File: src/rtl/core/spq_pkg.sv
package spq_pkg;

    // Field widths fixed by the item format.
    localparam int VALUE_W         = 32;
    localparam int PRIO_W          = 32;
    localparam int COUNT_FIELD_W   = 5;
    localparam int DEF_QUEUE_DEPTH = 16;

    // Operation selector carried on the input side.
    typedef enum logic {
        OP_INSERT = 1'b0,
        OP_REMOVE = 1'b1
    } op_mode_t;

    // Status reported with every result.
    typedef enum logic [1:0] {
        ST_OK        = 2'd0,
        ST_UNDERFLOW = 2'd1,
        ST_OVERFLOW  = 2'd2
    } op_status_t;

    // One stored queue entry.
    typedef struct packed {
        logic signed [VALUE_W-1:0] value;
        logic signed [PRIO_W-1:0]  prio;
    } entry_t;

    // Per-cell control broadcast from the top level.
    typedef struct packed {
        logic do_insert;
        logic do_remove;
        logic occupied;
        logic at_tail;
    } cell_ctrl_t;

endpackage

File: src/rtl/core/spq_cell.sv
module spq_cell
    import spq_pkg::*;
(
    input  logic       clk,
    input  cell_ctrl_t ctrl,
    input  entry_t     new_entry,
    input  entry_t     left_entry,
    input  logic       left_greater,
    input  entry_t     right_entry,
    output entry_t     entry,
    output logic       greater
);

    entry_t entry_reg;
    entry_t entry_next;

    // The new entry outranks this cell when its priority is strictly higher.
    assign greater = ctrl.occupied && (new_entry.prio > entry_reg.prio);

    // Shift right on insert past this cell, take the new entry at the
    // insertion point, shift left on remove, otherwise hold.
    always_comb
    begin
        entry_next = entry_reg;
        if (ctrl.do_remove)
        begin
            entry_next = right_entry;
        end
        else if (ctrl.do_insert)
        begin
            priority if (left_greater)
            begin
                entry_next = left_entry;
            end
            else if (greater || ctrl.at_tail)
            begin
                entry_next = new_entry;
            end
        end
    end

    always_ff @(posedge clk)
    begin
        entry_reg <= entry_next;
    end

    assign entry = entry_reg;

endmodule

File: src/rtl/core/sorted_priority_queue.sv
// Sorted priority queue built as a chain of compare-and-shift cells.
// An accepted transaction's result is registered and presented on the next cycle.
// One insert or remove per cycle unless the result stalls; every cell decides
// in parallel against the broadcast entry and its left neighbor, so no
// operation iterates. Reset clears the entry count and the pending result;
// cell contents are not cleared and are only read below the entry count.
module sorted_priority_queue
    import spq_pkg::*;
#(
    parameter int QUEUE_DEPTH = DEF_QUEUE_DEPTH
)
(
    input  logic        clk,
    input  logic        rst_n,
    input  logic        s_tvalid,
    output logic        s_tready,
    input  logic [63:0] s_tdata,   // item_value [31:0], item_priority [63:32]
    input  logic [0:0]  s_tuser,   // mode [0]
    output logic        m_tvalid,
    input  logic        m_tready,
    output logic [71:0] m_tdata    // head_value [31:0], head_priority [63:32],
                                   // is_empty [64], entry_count [69:65],
                                   // op_status [71:70]
);

    localparam int CW = $clog2(QUEUE_DEPTH + 1);

    logic [CW-1:0] count_reg;
    logic [CW-1:0] count_next;
    op_status_t    status_reg;
    op_status_t    status_next;
    logic          out_valid_reg;
    logic          out_valid_next;

    logic          accept;
    op_mode_t      mode;
    logic          full;
    logic          empty;
    logic          do_insert;
    logic          do_remove;
    entry_t        new_entry;

    entry_t        cell_entry   [QUEUE_DEPTH];
    logic          cell_greater [QUEUE_DEPTH];

    // Input decode.
    assign accept          = s_tvalid && s_tready;
    assign mode            = op_mode_t'(s_tuser[0]);
    assign new_entry.value = s_tdata[31:0];
    assign new_entry.prio  = s_tdata[63:32];
    assign full            = (count_reg == CW'(QUEUE_DEPTH));
    assign empty           = (count_reg == '0);
    assign do_insert       = accept && (mode == OP_INSERT) && !full;
    assign do_remove       = accept && (mode == OP_REMOVE) && !empty;

    // A new transaction is taken while the result register is free or drains.
    assign s_tready = !out_valid_reg || m_tready;

    // Cell chain.
    for (genvar i = 0; i < QUEUE_DEPTH; i++)
    begin : g_cell
        cell_ctrl_t ctrl;
        entry_t     left_entry;
        logic       left_greater;
        entry_t     right_entry;

        assign ctrl.do_insert = do_insert;
        assign ctrl.do_remove = do_remove;
        assign ctrl.occupied  = (CW'(i) < count_reg);
        assign ctrl.at_tail   = (CW'(i) == count_reg);

        if (i == 0)
        begin : g_first
            assign left_entry   = new_entry;
            assign left_greater = 1'b0;
        end
        else
        begin : g_inner
            assign left_entry   = cell_entry[i-1];
            assign left_greater = cell_greater[i-1];
        end

        if (i == QUEUE_DEPTH - 1)
        begin : g_last
            assign right_entry = cell_entry[i];
        end
        else
        begin : g_mid
            assign right_entry = cell_entry[i+1];
        end

        spq_cell u_cell (
            .clk          (clk),
            .ctrl         (ctrl),
            .new_entry    (new_entry),
            .left_entry   (left_entry),
            .left_greater (left_greater),
            .right_entry  (right_entry),
            .entry        (cell_entry[i]),
            .greater      (cell_greater[i])
        );
    end

    // Count, status and result-valid update.
    always_comb
    begin
        count_next     = count_reg;
        status_next    = status_reg;
        out_valid_next = out_valid_reg;
        if (m_tready)
        begin
            out_valid_next = 1'b0;
        end
        if (accept)
        begin
            out_valid_next = 1'b1;
            status_next    = ST_OK;
            unique case (mode)
                OP_INSERT:
                begin
                    if (full)
                    begin
                        status_next = ST_OVERFLOW;
                    end
                    else
                    begin
                        count_next = count_reg + CW'(1);
                    end
                end
                OP_REMOVE:
                begin
                    if (empty)
                    begin
                        status_next = ST_UNDERFLOW;
                    end
                    else
                    begin
                        count_next = count_reg - CW'(1);
                    end
                end
                default:
                begin
                    status_next = ST_OK;
                end
            endcase
        end
    end

    always_ff @(posedge clk or negedge rst_n)
    begin
        if (!rst_n)
        begin
            count_reg     <= '0;
            status_reg    <= ST_OK;
            out_valid_reg <= 1'b0;
        end
        else
        begin
            count_reg     <= count_next;
            status_reg    <= status_next;
            out_valid_reg <= out_valid_next;
        end
    end

    // Result formed from the head cell and the count; both hold while stalled.
    assign m_tvalid       = out_valid_reg;
    assign m_tdata[31:0]  = empty ? '0 : cell_entry[0].value;
    assign m_tdata[63:32] = empty ? '0 : cell_entry[0].prio;
    assign m_tdata[64]    = empty;
    assign m_tdata[69:65] = COUNT_FIELD_W'(count_reg);
    assign m_tdata[71:70] = status_reg;

    // The count never exceeds the number of cells.
    assert property (@(posedge clk) disable iff (!rst_n)
        count_reg <= CW'(QUEUE_DEPTH))
    else $error("entry count above queue depth");

    // An overflow is only reported with a full queue.
    assert property (@(posedge clk) disable iff (!rst_n)
        (out_valid_reg && status_reg == ST_OVERFLOW) |-> full)
    else $error("overflow reported while not full");

    // An underflow is only reported with an empty queue.
    assert property (@(posedge clk) disable iff (!rst_n)
        (out_valid_reg && status_reg == ST_UNDERFLOW) |-> empty)
    else $error("underflow reported while not empty");

    // A successful insert grows the count by exactly one.
    assert property (@(posedge clk) disable iff (!rst_n)
        do_insert |=> (count_reg == $past(count_reg) + CW'(1)))
    else $error("insert did not grow the count by one");

endmodule
File: config.mk
export PLATFORM = sky130hd
export DESIGN_NAME = sorted_priority_queue
export DESIGN_NICKNAME = d
export VERILOG_FILES = /design/src/rtl/core/spq_pkg.sv /design/src/rtl/core/spq_cell.sv /design/src/rtl/core/sorted_priority_queue.sv
export SDC_FILE = /design/constraint.sdc
export NUM_CORES = 2
export LEC_CHECK = 0
export BUFFER_PORTS_ARGS = -buffer_cell sky130_fd_sc_hd__buf_2
export CORE_ASPECT_RATIO = 0.7
export CORE_MARGIN = 10
export CORE_UTILIZATION = 56
export CTS_CLUSTER_DIAMETER = 30
export DETAILED_ROUTE_END_ITERATION = 12
export PLACE_DENSITY_LB_ADDON = 0.05
export RECOVER_POWER = 100
export SKIP_LAST_GASP = 1
export SLEW_MARGIN = 40
export SYNTH_ARGS = -nofsm -noshare
export SYNTH_HDL_FRONTEND = slang
export SYNTH_HIERARCHICAL = 1
export SYNTH_SLANG_ARGS = --single-unit
File: constraint.sdc
create_clock -name clk -period 7.5 [get_ports clk]
set_input_delay 0.75 -clock clk [delete_from_list [all_inputs] [get_ports clk]]
set_output_delay 0.75 -clock clk [all_outputs]
set_load 0.01 [all_outputs]
==> impl_results.md <==
* # nets final at 7264
* # DRC at 0
* YS warnings at 6
* Antenna violations before repair at 4
* Most frequent cells in the layout: nand2_1, o21ai_0, mux2i_1
* PwrDens at 385 nW/um^2
* Drt total wl at 190 mm
* Post-CTS setup buffer count at 0
* H-tree levels at 4
* Filler Cells Inserted at 9531
* Reg2Reg Setup Slack at 1.72 ns
* Port bufs at 142
* Site Rows at 105
* First-pass GRT wire length at 290 mm
* Largest net degree at the start of global routing at 239
* CP endpoint kind: flip-flop
* WP data required at 8.04 ns
* Clk_lat worst skew at 0.83 ns
* Failing checks: capacitance limit, slew limit
* # setup viols final at 0
* Routed Antenna Nets at 0
* Met2 Resource Use GR at 0.343
* Clk_skew at 0.0370 ns
* CP dominant cell by count: clkbuf_1
* Crit path DAT at 6.60 ns
* Hold Slack at 0.205 ns
* Gr usage total at 0.276
* Hold Path Class: in2reg
* Gpl congestion at 0.873
* Worst reg2reg path startpoint: count_reg[1]
* Register area at 30900 um^2
* R2r worst-path depth at 10
* DRT iter0 DRCs at 6688
* Critical path class: in2reg
* CTS resizes at 0
* Die Footprint at 134000 um^2
* Reg-to-Reg End: g_cell[2].u_cell/entry[50]
* Worst-path clk slew at 0.05 ns
* TritonCTS Buffers at 209
* Via count at 51080
* Buf+Inv Stages, Crit Path at 3
* Final Cycle Share at 0.808
* Cell Area, Synth at 66700 um^2
* Leak pwr at 29.4 nW
* Status: finished with violations
* GR Overflow Total at 0
* Min Tclk post-route at 6.06 ns
* Peak VDD IR at 0.000317 V
* Worst Setup EP: g_cell[2].u_cell/entry[50]
* Area Growth Syn to Fin at 14.1%
* CTS sink count at 1032
* Vias in the first global route at 48427
* DR pass1 iterations at 8
* TritonCTS clock tree: done
* Largest register FFs at 1024
* Non-filler cells, final at 8417
* HPWL Detailed at 133 mm
* Most Crowded Layer GR: met1
* CP cell instances: clkbuf_1, ha_1, a21oi_1, nand2_1, a221oi_1, o211ai_1, or3_2, a21boi_4, clkbuf_1, buf_4, mux2i_1, o21ai_0
* Crit path max-delay family: buffers and inverters
* Levels on crit path at 12
* Wire per inst at 22.6 um
* Tightest Pin Transition at 2.25 ns
* Max capacitance violation total at 15
* Multi-input gate area at 32500 um^2
* CP Max Fanout at 42
* Worst path slowest cell: clkbuf_1
* Max-slew violation count at 616
* Fin. Hold Viols at 0
* Ports at 143
* Placed insts at 8014
* Detail-routed via count per cell at 6.07
* Syn_area_per_cell at 10.1 um^2
* Critical Path Start Type: primary input
* Post-Synthesis Cells at 6576
* Met1 usage at 0.462
* RSZ-0062 raised after global routing: false
* Peak per-stage delay on the critical path at 1.29 ns
* Root Buffer: clkbuf_16
* Slew HR at -0.501
* Final setup TNS at 0 ns
* Beginning of the critical path: s_tdata[62]
* Commonest non-fill, non-tap cell in the layout: nand2_1
* Share of cells above drive strength 1 at 0.0847
* Max Clock Freq at 165 MHz
* Die width at 433 um
* GR Layer Usage met3 at 0.0596
* Core ar. at 118000 um^2
* Die Y at 309 um
* Initial Utilization at 0.567
* Clk buf depth at 3
how the worst min path moves through the flow:
stage	endpoint	cells after the start	start
2_1_floorplan	count_reg[0]	0	rst_n
3_3_place_gp	status_reg[0]	2	status_reg[0]
3_5_place_dp	status_reg[0]	2	status_reg[0]
4_1_cts	m_tvalid	2	s_tvalid
5_1_grt	m_tvalid	2	s_tvalid
6_report	m_tvalid	2	s_tvalid
where the power goes:
part,switching (mW),internal (mW)
Clock,3.25,6.38
Sequential,1.32,8.83
Combinational,5.71,3.80
Total,10.3,19.0
stage by stage:
step	setup slack (ns)	power (mW)	cell area, um^2	util
2_1_floorplan	1.39	16.6	66700	-
3_3_place_gp	2.06	19.2	69000	0.586
3_5_place_dp	2.08	19.5	69200	0.588
4_1_cts	2.96	29.2	76400	0.649
5_1_grt	1.30	30.8	76200	0.647
6_report	1.44	29.3	76200	0.647
layer usage:
layer / wire (um) / vias to the layer above
met3: 22100 / 247
met5: 0 / -
met1: 94500 / 24154
li1: - / 24121
met4: 3660 / 0
met2: 69800 / 2558
cell type report:
class | instances | share of cell area
clock inverter | 152 | 0.0251
timing repair buffer | 242 | 0.0200
clock buffer | 242 | 0.0703
multi-input combinational | 4670 | 0.427
tap | 1551 | 0.0255
antenna | 5 | 0.000164
sequential | 1032 | 0.406
inverter | 523 | 0.0258
repair_timing:
item	4_1_cts	5_1_grt
setup endpoints to repair	0	0
hold buffers	1	0
endpoints found under the hold margin	8	0
Power figures use the tool's default switching activity.
